--- src/design/ervt_pkg.sv ---
// Shared constants for the Euler rotation block.
package ervt_pkg;

	// Default parameter values
	localparam int COORD_WIDTH_DEF    = 32;
	localparam int COEF_FRAC_BITS_DEF = 16;
	localparam int ANGLE_WIDTH_DEF    = 16;

	// Configuration register indexes
	localparam int CFG_IDX_W = 2;
	localparam logic [CFG_IDX_W-1:0] CFG_YAW     = 2'd0;
	localparam logic [CFG_IDX_W-1:0] CFG_PITCH   = 2'd1;
	localparam logic [CFG_IDX_W-1:0] CFG_ROLL    = 2'd2;
	localparam logic [CFG_IDX_W-1:0] CFG_INVERSE = 2'd3;

	// Q30 arithmetic of the sine/cosine unit
	localparam int Q30_W = 31;
	localparam logic [Q30_W-1:0] Q30_ONE     = 31'h4000_0000;
	localparam logic [Q30_W-1:0] HALF_PI_Q30 = 31'd1686629713;
	localparam logic [29:0]      Q30_EIGHTH  = 30'h2000_0000;

endpackage

--- src/design/ervt_coef_builder.sv ---
// Configuration registers, sine/cosine sequencer and rotation matrix build.
module ervt_coef_builder #(
	parameter int COEF_FRAC_BITS = ervt_pkg::COEF_FRAC_BITS_DEF,
	parameter int ANGLE_WIDTH    = ervt_pkg::ANGLE_WIDTH_DEF
) (
	input  logic                                clk,
	input  logic                                arst_n,
	input  logic                                cfg_valid,
	output logic                                cfg_ready,
	input  logic [ervt_pkg::CFG_IDX_W-1:0]      cfg_index,
	input  logic [ANGLE_WIDTH-1:0]              cfg_data,
	output logic                                inverse,
	output logic signed [COEF_FRAC_BITS+1:0]    coef [9]
);

	localparam int CW    = COEF_FRAC_BITS + 2;
	localparam int ACW   = 2 * CW + 1;
	localparam int QW    = ervt_pkg::Q30_W;
	localparam logic signed [CW-1:0] COEF_ONE = CW'(1) <<< COEF_FRAC_BITS;
	localparam logic signed [CW-1:0] COEF_MAX = {2'b01, {COEF_FRAC_BITS{1'b1}}};
	localparam logic signed [CW-1:0] COEF_MIN = {2'b10, {COEF_FRAC_BITS{1'b0}}};
	localparam logic signed [ACW-1:0] ACC_HALF = ACW'(1) <<< (COEF_FRAC_BITS - 1);
	localparam logic [3:0] MSTEP_LAST = 4'd13;

	typedef enum logic [7:0] {
		ST_IDLE = 8'b0000_0001,
		ST_X    = 8'b0000_0010,
		ST_X2   = 8'b0000_0100,
		ST_PMUL = 8'b0000_1000,
		ST_PDIV = 8'b0001_0000,
		ST_SMUL = 8'b0010_0000,
		ST_FIN  = 8'b0100_0000,
		ST_MAT  = 8'b1000_0000
	} bld_state_t;

	// Round a Q30 value half up to a coefficient
	function automatic logic signed [CW-1:0] to_coef(input logic [QW-1:0] v);
		logic [31:0] t;
		t = (32'({1'b0, v}) + (32'd1 << (29 - COEF_FRAC_BITS))) >> (30 - COEF_FRAC_BITS);
		return signed'(CW'(t));
	endfunction

	bld_state_t state_q;
	logic [ANGLE_WIDTH-1:0] yaw_q, pitch_q, roll_q;
	logic inv_q;
	logic [1:0] ang_idx_q;
	logic poly_q;
	logic [1:0] term_q;
	logic [QW-1:0] x_q, x2_q, p_q, s_q;
	logic [QW-1:0] div_quo_q;
	logic signed [CW-1:0] sin_q [3];
	logic signed [CW-1:0] cos_q [3];
	logic signed [CW-1:0] a_q [4];
	logic signed [CW-1:0] m_q [9];
	logic [3:0] mstep_q;
	logic signed [ACW-1:0] acc_q;

	// Fold the selected angle into the first eighth of a turn
	logic [ANGLE_WIDTH-1:0] ang_sel;
	logic [31:0] turn;
	logic [1:0] quad;
	logic [29:0] rem30;
	logic swap;
	logic [QW-1:0] r_fold;

	always_comb begin
		case (ang_idx_q)
			2'd0:    ang_sel = yaw_q;
			2'd1:    ang_sel = pitch_q;
			default: ang_sel = roll_q;
		endcase
	end

	assign turn   = 32'(ang_sel) << (32 - ANGLE_WIDTH);
	assign quad   = turn[31:30];
	assign rem30  = turn[29:0];
	assign swap   = rem30 > ervt_pkg::Q30_EIGHTH;
	assign r_fold = swap ? (ervt_pkg::Q30_ONE - {1'b0, rem30}) : {1'b0, rem30};

	// Taylor divisors as 2^pre * odd: quotient = ((n >> pre) * mul) >> post,
	// exact for every dividend below 2^30; sine terms then cosine terms
	logic [1:0] div_pre;
	logic [QW-1:0] div_mul;
	logic [5:0] div_post;

	always_comb begin
		case ({poly_q, term_q})
			3'b000: begin  // 72
				div_pre  = 2'd3;
				div_mul  = 31'd954437177;
				div_post = 6'd33;
			end
			3'b001: begin  // 42
				div_pre  = 2'd1;
				div_mul  = 31'd818089009;
				div_post = 6'd34;
			end
			3'b010: begin  // 20
				div_pre  = 2'd2;
				div_mul  = 31'd858993460;
				div_post = 6'd32;
			end
			3'b011: begin  // 6
				div_pre  = 2'd1;
				div_mul  = 31'd1431655766;
				div_post = 6'd32;
			end
			3'b100: begin  // 56
				div_pre  = 2'd3;
				div_mul  = 31'd1227133514;
				div_post = 6'd33;
			end
			3'b101: begin  // 30
				div_pre  = 2'd1;
				div_mul  = 31'd1145324613;
				div_post = 6'd34;
			end
			3'b110: begin  // 12
				div_pre  = 2'd2;
				div_mul  = 31'd1431655766;
				div_post = 6'd32;
			end
			default: begin  // 2
				div_pre  = 2'd1;
				div_mul  = 31'd1;
				div_post = 6'd0;
			end
		endcase
	end

	// Shared Q30 multiplier
	logic [QW-1:0] mul_a, mul_b, q30_p, div_res;
	logic [2*QW-1:0] mul_p;

	always_comb begin
		case (state_q)
			ST_X: begin
				mul_a = r_fold;
				mul_b = ervt_pkg::HALF_PI_Q30;
			end
			ST_X2: begin
				mul_a = x_q;
				mul_b = x_q;
			end
			ST_PMUL: begin
				mul_a = x2_q;
				mul_b = p_q;
			end
			ST_PDIV: begin
				mul_a = div_quo_q >> div_pre;
				mul_b = div_mul;
			end
			ST_SMUL: begin
				mul_a = x_q;
				mul_b = p_q;
			end
			default: begin
				mul_a = '0;
				mul_b = '0;
			end
		endcase
	end

	assign mul_p   = mul_a * mul_b;
	assign q30_p   = mul_p[QW+29:30];
	assign div_res = QW'(mul_p >> div_post);

	// Final sine/cosine with quadrant correction
	logic signed [CW-1:0] fs0, fc0, fs, fc, sn_fin, cs_fin;

	assign fs0 = to_coef(s_q);
	assign fc0 = to_coef(p_q);
	assign fs  = swap ? fc0 : fs0;
	assign fc  = swap ? fs0 : fc0;

	always_comb begin
		case (quad)
			2'd0: begin
				sn_fin = fs;
				cs_fin = fc;
			end
			2'd1: begin
				sn_fin = fc;
				cs_fin = -fs;
			end
			2'd2: begin
				sn_fin = -fs;
				cs_fin = -fc;
			end
			default: begin
				sn_fin = -fc;
				cs_fin = fs;
			end
		endcase
	end

	// Matrix product steps: operands, accumulate control, destination
	logic signed [CW-1:0] op_a, op_b;
	logic m_first, m_last, a_wr, m_wr;
	logic [1:0] a_idx;
	logic [3:0] m_idx;

	always_comb begin
		op_a    = sin_q[0];
		op_b    = cos_q[1];
		m_first = 1'b1;
		m_last  = 1'b1;
		a_wr    = 1'b0;
		m_wr    = 1'b0;
		a_idx   = 2'd0;
		m_idx   = 4'd0;
		case (mstep_q)
			4'd0: begin
				a_wr = 1'b1;
			end
			4'd1: begin
				op_b  = sin_q[1];
				a_wr  = 1'b1;
				a_idx = 2'd1;
			end
			4'd2: begin
				op_a  = cos_q[0];
				a_wr  = 1'b1;
				a_idx = 2'd2;
			end
			4'd3: begin
				op_a  = cos_q[0];
				op_b  = sin_q[1];
				a_wr  = 1'b1;
				a_idx = 2'd3;
			end
			4'd4: begin
				op_a   = cos_q[0];
				op_b   = cos_q[2];
				m_last = 1'b0;
			end
			4'd5: begin
				op_a    = a_q[1];
				op_b    = -sin_q[2];
				m_first = 1'b0;
				m_wr    = 1'b1;
				m_idx   = 4'd0;
			end
			4'd6: begin
				op_a   = cos_q[0];
				op_b   = sin_q[2];
				m_last = 1'b0;
			end
			4'd7: begin
				op_a    = a_q[1];
				op_b    = cos_q[2];
				m_first = 1'b0;
				m_wr    = 1'b1;
				m_idx   = 4'd2;
			end
			4'd8: begin
				op_a   = -sin_q[0];
				op_b   = cos_q[2];
				m_last = 1'b0;
			end
			4'd9: begin
				op_a    = a_q[3];
				op_b    = -sin_q[2];
				m_first = 1'b0;
				m_wr    = 1'b1;
				m_idx   = 4'd3;
			end
			4'd10: begin
				op_a   = -sin_q[0];
				op_b   = sin_q[2];
				m_last = 1'b0;
			end
			4'd11: begin
				op_a    = a_q[3];
				op_b    = cos_q[2];
				m_first = 1'b0;
				m_wr    = 1'b1;
				m_idx   = 4'd5;
			end
			4'd12: begin
				op_a  = cos_q[1];
				op_b  = -sin_q[2];
				m_wr  = 1'b1;
				m_idx = 4'd6;
			end
			default: begin
				op_a  = cos_q[1];
				op_b  = cos_q[2];
				m_wr  = 1'b1;
				m_idx = 4'd8;
			end
		endcase
	end

	// Accumulate, round half up and clamp to the coefficient range
	logic signed [2*CW-1:0] mprod;
	logic signed [ACW-1:0] acc_nx, rnd_full;
	logic signed [CW-1:0] coef_rnd;

	assign mprod    = op_a * op_b;
	assign acc_nx   = (m_first ? '0 : acc_q) + ACW'(mprod);
	assign rnd_full = (acc_nx + ACC_HALF) >>> COEF_FRAC_BITS;

	always_comb begin
		if (rnd_full > ACW'(COEF_MAX)) begin
			coef_rnd = COEF_MAX;
		end else if (rnd_full < ACW'(COEF_MIN)) begin
			coef_rnd = COEF_MIN;
		end else begin
			coef_rnd = rnd_full[CW-1:0];
		end
	end

	// Control sequencer and configuration registers
	always_ff @(posedge clk or negedge arst_n) begin
		if (!arst_n) begin
			state_q   <= ST_IDLE;
			yaw_q     <= '0;
			pitch_q   <= '0;
			roll_q    <= '0;
			inv_q     <= 1'b0;
			ang_idx_q <= '0;
			poly_q    <= 1'b0;
			term_q    <= '0;
			mstep_q   <= '0;
			for (int i = 0; i < 9; i++) begin
				m_q[i] <= (i % 4 == 0) ? COEF_ONE : '0;
			end
		end else begin
			case (state_q)
				ST_IDLE: begin
					if (cfg_valid) begin
						case (cfg_index)
							ervt_pkg::CFG_YAW: begin
								yaw_q     <= cfg_data;
								ang_idx_q <= 2'd0;
								state_q   <= ST_X;
							end
							ervt_pkg::CFG_PITCH: begin
								pitch_q   <= cfg_data;
								ang_idx_q <= 2'd0;
								state_q   <= ST_X;
							end
							ervt_pkg::CFG_ROLL: begin
								roll_q    <= cfg_data;
								ang_idx_q <= 2'd0;
								state_q   <= ST_X;
							end
							default: begin
								inv_q <= cfg_data[0];
							end
						endcase
					end
				end
				ST_X: begin
					state_q <= ST_X2;
				end
				ST_X2: begin
					poly_q  <= 1'b0;
					term_q  <= '0;
					state_q <= ST_PMUL;
				end
				ST_PMUL: begin
					state_q <= ST_PDIV;
				end
				ST_PDIV: begin
					if (term_q == 2'd3) begin
						state_q <= poly_q ? ST_FIN : ST_SMUL;
					end else begin
						term_q  <= term_q + 1'b1;
						state_q <= ST_PMUL;
					end
				end
				ST_SMUL: begin
					poly_q  <= 1'b1;
					term_q  <= '0;
					state_q <= ST_PMUL;
				end
				ST_FIN: begin
					if (ang_idx_q == 2'd2) begin
						mstep_q <= '0;
						state_q <= ST_MAT;
					end else begin
						ang_idx_q <= ang_idx_q + 1'b1;
						state_q   <= ST_X;
					end
				end
				ST_MAT: begin
					if (m_wr) begin
						m_q[m_idx] <= coef_rnd;
					end
					mstep_q <= mstep_q + 1'b1;
					if (mstep_q == MSTEP_LAST) begin
						m_q[1]  <= a_q[0];
						m_q[4]  <= a_q[2];
						m_q[7]  <= -sin_q[1];
						state_q <= ST_IDLE;
					end
				end
				default: begin
					state_q <= ST_IDLE;
				end
			endcase
		end
	end

	// Datapath registers of the sequencer
	always_ff @(posedge clk) begin
		case (state_q)
			ST_X: begin
				x_q <= q30_p;
			end
			ST_X2: begin
				x2_q <= q30_p;
				p_q  <= ervt_pkg::Q30_ONE;
			end
			ST_PMUL: begin
				div_quo_q <= q30_p;
			end
			ST_PDIV: begin
				p_q <= ervt_pkg::Q30_ONE - div_res;
			end
			ST_SMUL: begin
				s_q <= q30_p;
				p_q <= ervt_pkg::Q30_ONE;
			end
			ST_FIN: begin
				sin_q[ang_idx_q] <= sn_fin;
				cos_q[ang_idx_q] <= cs_fin;
			end
			ST_MAT: begin
				acc_q <= acc_nx;
				if (a_wr) begin
					a_q[a_idx] <= coef_rnd;
				end
			end
			default: begin
				acc_q <= acc_q;
			end
		endcase
	end

	assign cfg_ready = (state_q == ST_IDLE);
	assign inverse   = inv_q;
	assign coef      = m_q;

endmodule

--- config.mk ---
export PLATFORM = sky130hd
export DESIGN_NAME = ervt_coef_builder
export DESIGN_NICKNAME = d
export VERILOG_FILES = /design/src/design/ervt_pkg.sv /design/src/design/ervt_coef_builder.sv
export SDC_FILE = /design/constraint.sdc
export NUM_CORES = 2
export LEC_CHECK = 0
export ABC_AREA = 1
export BUFFER_PORTS_ARGS = -buffer_cell sky130_fd_sc_hd__buf_4
export CAP_MARGIN = 20
export CORE_MARGIN = 8
export CORE_UTILIZATION = 35
export CTS_BUF_LIST = sky130_fd_sc_hd__clkbuf_4
export DETAILED_ROUTE_END_ITERATION = 16
export GPL_ROUTABILITY_DRIVEN = 0
export GPL_TIMING_DRIVEN = 0
export SLEW_MARGIN = 30
export SYNTH_ARGS = -nofsm -noshare
export SYNTH_HDL_FRONTEND = slang
export SYNTH_SLANG_ARGS = --single-unit
export TNS_END_PERCENT = 5
--- constraint.sdc ---
create_clock -name clk -period 21.9 [get_ports clk]
set_input_delay 1.095 -clock clk [delete_from_list [all_inputs] [get_ports clk]]
set_output_delay 1.095 -clock clk [all_outputs]
set_load 0.03 [all_outputs]
==> impl.org <==
** Run status
- Run status :: finished, final reports clean

** Critical path
- On the critical path, the stage with the largest delay is an instance of sky130_fd_sc_hd__o21ai_2.
- In this run the worst path has a maximum fanout of 10.
- Delay of the slowest cell on the worst path :: 0.73 ns
- For the worst setup path, the data required time is 22.48 ns.
- Depth of the worst register-to-register path :: 54
- STA classifies the critical path endpoint as a flip-flop.
- Startpoint Class :: flip-flop
- The endpoint identified for the worst register-to-register timing path is a_q[1][6].
- Critical path's most frequent cell :: sky130_fd_sc_hd__nand2_1
- At the worst endpoint, the arrival time is 14.45 ns.
- By startpoint and endpoint, the worst setup path is classified as reg -> reg.
- The setup check on the worst reg-to-reg path leaves a slack of 8.03 ns.
- Reg-to-reg startpoint :: mstep_q[0]

** Yosys
- Yosys mapped a number of flops with a built-in enable equal to 358.
- Syn Nets :: 11,710
- In this run the mean area of a mapped cell was 7.801 µm².
- Share of flip-flops with an asynchronous set or reset :: 0.3891
- Of all cell types, the one taking the most synthesized area is sky130_fd_sc_hd__fa_1.
- Gate count after technology mapping :: 10,110
- Cell types occupying the most area after synthesis :: sky130_fd_sc_hd__fa_1, sky130_fd_sc_hd__edfxtp_1, sky130_fd_sc_hd__nand2_1
- The synthesized design contains 586 register bits.
- Most used flip-flop cell after synthesis :: sky130_fd_sc_hd__edfxtp_1
- Fraction of synthesized cell area taken by the top area cell type :: 0.2964
- Commonest cells in the synthesized netlist :: sky130_fd_sc_hd__nand2_1, sky130_fd_sc_hd__inv_1, sky130_fd_sc_hd__fa_1
- Mapped cell area :: 78,880 µm²
- By instance count, the leading cell after synthesis is sky130_fd_sc_hd__nand2_1.
- For this run, the number of Yosys warnings is 0.
- After synthesis, the netlist uses 73 different library cells.
- Of the synthesized area, sequential elements account for 0.2087.

** Timing
- Final number of hold-violating endpoints :: 0
- The max-slew violation count came to 0.
- Pin slew with the least headroom to its limit :: 1.175 ns
- In this run the tightest slew margin relative to its limit is 0.2164.
- Final total negative setup slack :: 0 ns
- Setup repair after global routing left no endpoint under its margin.
- Setup skew after layout :: 0.1050 ns
- Ratio of final minimum period to clock period :: 0.6335
- Static timing analysis puts the maximum clock frequency at 0.07208 GHz.
- Setup violations remaining at the end of the flow were counted as 0.
- Final worst-path setup slack :: 8.027 ns
- Post-route minimum period :: 13.87 ns

** Global routing
- For this run the aggregate overflow at the end of global routing stands at 0.
- Via count of the first global-routing pass :: 71,710
- All-Layer GR Usage :: 0.2379
- Global-route wire length before repair :: 438,400 µm
- Maximum number of pins on one net before global-route repair :: 88
- Number of antenna violations at the first check in global routing :: 11

** Die
- The initial utilization of the core area, before any placement, comes to 0.3514.
- During I/O placement, the number of pins put on the boundary was 185.
- Total number of placement rows :: 174
- From bottom edge to top edge, the die measures 490.7 µm.
- Area of the die :: 240,800 µm²
- The die is 490.7 µm wide.
- Floorplan Core Area :: 224,500 µm²

** Place
- Total half-perimeter wirelength after legalization and detailed placement :: 243,500 µm
- Buffers placed on the I/O ports in this run total 184.
- Prior to clock tree synthesis, the placed netlist has a worst setup slack of 8.186 ns.
- Summing all placed instances gives a cell area of 84,480 µm².

** Layout
- For this run, the share of the core covered by cells in the final layout is 0.3857.
- After the last flow step, the layout net total stands at 12,070.
- The layout has 23,130 filler cells.
- Share of cells above drive strength 1 :: 0.06874
- Area growth from synthesis to layout :: 9.754%
- Final standard cell area without fillers :: 86,570 µm²

** Clock network
- TritonCTS buffer count :: 149
- Clock slew at the register clock pins of the worst setup and hold paths :: 0.07 ns
- Clock root buffer master :: sky130_fd_sc_hd__clkbuf_4
- Num Clock Sinks :: 586
- Counting along the longest clock path gives a buffer depth of 3.
- CTS H-Tree Depth :: 4
- TritonCTS clock tree :: yes
- Clock latency on the worst-skew pair :: 1.11 ns

** Drt
- Using the TritonRoute via totals, the vias-per-cell ratio works out to 5.173.
- DRT Pass-1 Iters :: 7
- After detailed routing, the number of remaining DRC violations is 0.
- After the first detailed-routing iteration, the DRC count stood at 6,993.
- After detailed routing, the average wire length per cell comes to 21.69 µm.
- After detailed routing, the total wire length is 294,700 µm.
- Once detail routing completed, the nets flagged for antenna violations numbered 0.
- Vias :: 70,290

** Pwr
- Static Leak :: 43.49 nW
- For this design the ratio of total power to cell area is 65.11 nW/µm².
- Maximum VDD drop :: 0.0001129 V

** Hold path
- Hold path endpoint :: inverse
- Hold Path Depth :: 2
- In this run the most critical hold path is launched from cfg_data[0].
- Worst min-delay path category :: in -> reg

** Job
- Number of maximum-capacitance violations :: 0
## kinds of logic (layout without fill, tap and decap cells)
family                     Yosys count  in the layout  share of synthesized area
and+or+nand+nor                   4338           4338                     0.2255
xor gates and xnor gates           134            134                    0.01507
muxes                                6              6                  0.0008248
adders and majority gates         1574           1574                     0.3608
AOI/OAI and AO/OA                  809            809                    0.06020
buffers and inverters             2664           3143                     0.1288
DFF                                586            586                     0.2087
other                                0              6                          0
## registers in the layout (all words and copies together) (netlist names)
name and cells:
sin_q 54, poly_q 1, roll_q 16, coef 162
x2_q 31, acc_q 37, mstep_q 4, s_q 18
inverse 1, state_q 8, div_quo_q 30, ang_idx_q 2
cos_q 54, a_q 72, term_q 2, p_q 31
yaw_q 16, pitch_q 16, x_q 31
## per-layer routing
metal  GRT usage  wire length, µm
met5           0               52
met4      0.1700            26010
met3     0.05920            29200
met2      0.3856           133800
met1      0.2749           105700
## critical path, delay by kind of cell, from the launching register on
family                     cells  cell delay [ns]
AOI/OAI and AO/OA              9             3.13
adders and majority gates      9             3.66
buffers and inverters         13             2.54
DFF                            1             0.39
and+or+nand+nor               23             3.61
## layout make-up
class / count / area, µm² / area share
timing repair buffer: 211 / 1729 / 0.01997
inverter: 2320 / 8711 / 0.1006
clock buffer: 212 / 1592 / 0.01838
buffer: 344 / 1484 / 0.01714
multi-input combinational: 6861 / 52420 / 0.6055
clock inverter: 56 / 419.2 / 0.004842
sequential: 586 / 16460 / 0.1901
antenna: 6 / 15.01 / 0.0001734
tap: 2992 / 3744 / 0.04324
## power by group
part	leakage, nW	switching (mW)	internal, mW
combinational	36.0	2.35	0.815
clock	1.18	0.488	0.514
sequential	6.32	0.0538	1.42
total	43.5	2.89	2.75
## per-stage QoR
| step | power (mW) | hold slack (ns) | std cells |
|---|---|---|---|
| final | 5.637 | 0.3060 | 13590 |
| after global routing | 5.961 | 0.2723 | 13590 |
| after CTS | 5.558 | 0.1760 | 13580 |
| after detailed placement | 4.540 | 0.4724 | 13310 |
| after global placement | 4.498 | 0.4628 | 13290 |
| after floorplan | 3.396 | 0.4529 | 10110 |
## worst max-delay path by stage
stage | startpoint | endpoint | slack [ns]
after CTS | mstep_q[0] | a_q[1][4] | 8.16
after global placement | state_q[6] | p_q[18] | 7.86
final | mstep_q[0] | a_q[1][6] | 8.03
after detailed placement | mstep_q[0] | coef[150] | 8.19
after global routing | mstep_q[0] | coef[146] | 7.36
after floorplan | state_q[5] | p_q[18] | 11.64
## placed cells by master, fill, tap and decap left out, drive strengths merged, types with 16 or more instances in the layout
cell type	synthesis	layout
a21oi	244	244
a221oi	32	32
and2	21	21
buf	86	294
clkbuf	258	472
clkinv	18	61
dfrtp	224	224
edfxtp	358	358
fa	1168	1168
ha	406	406
inv	2302	2309
nand2	2810	2810
nand3	453	453
nand3b	16	16
nand4	91	91
nor2	836	836
nor3	74	74
o2111ai	19	19
o211ai	27	27
o21ai	365	365
xnor2	34	34
xor2	100	100
## repair_timing
action	CTS	global route
gates resized for setup	0	0
hold endpoints to repair	68	0
buffers inserted	0	0
hold buffers	1	0
No activity file was read; power rests on OpenSTA's default activity.
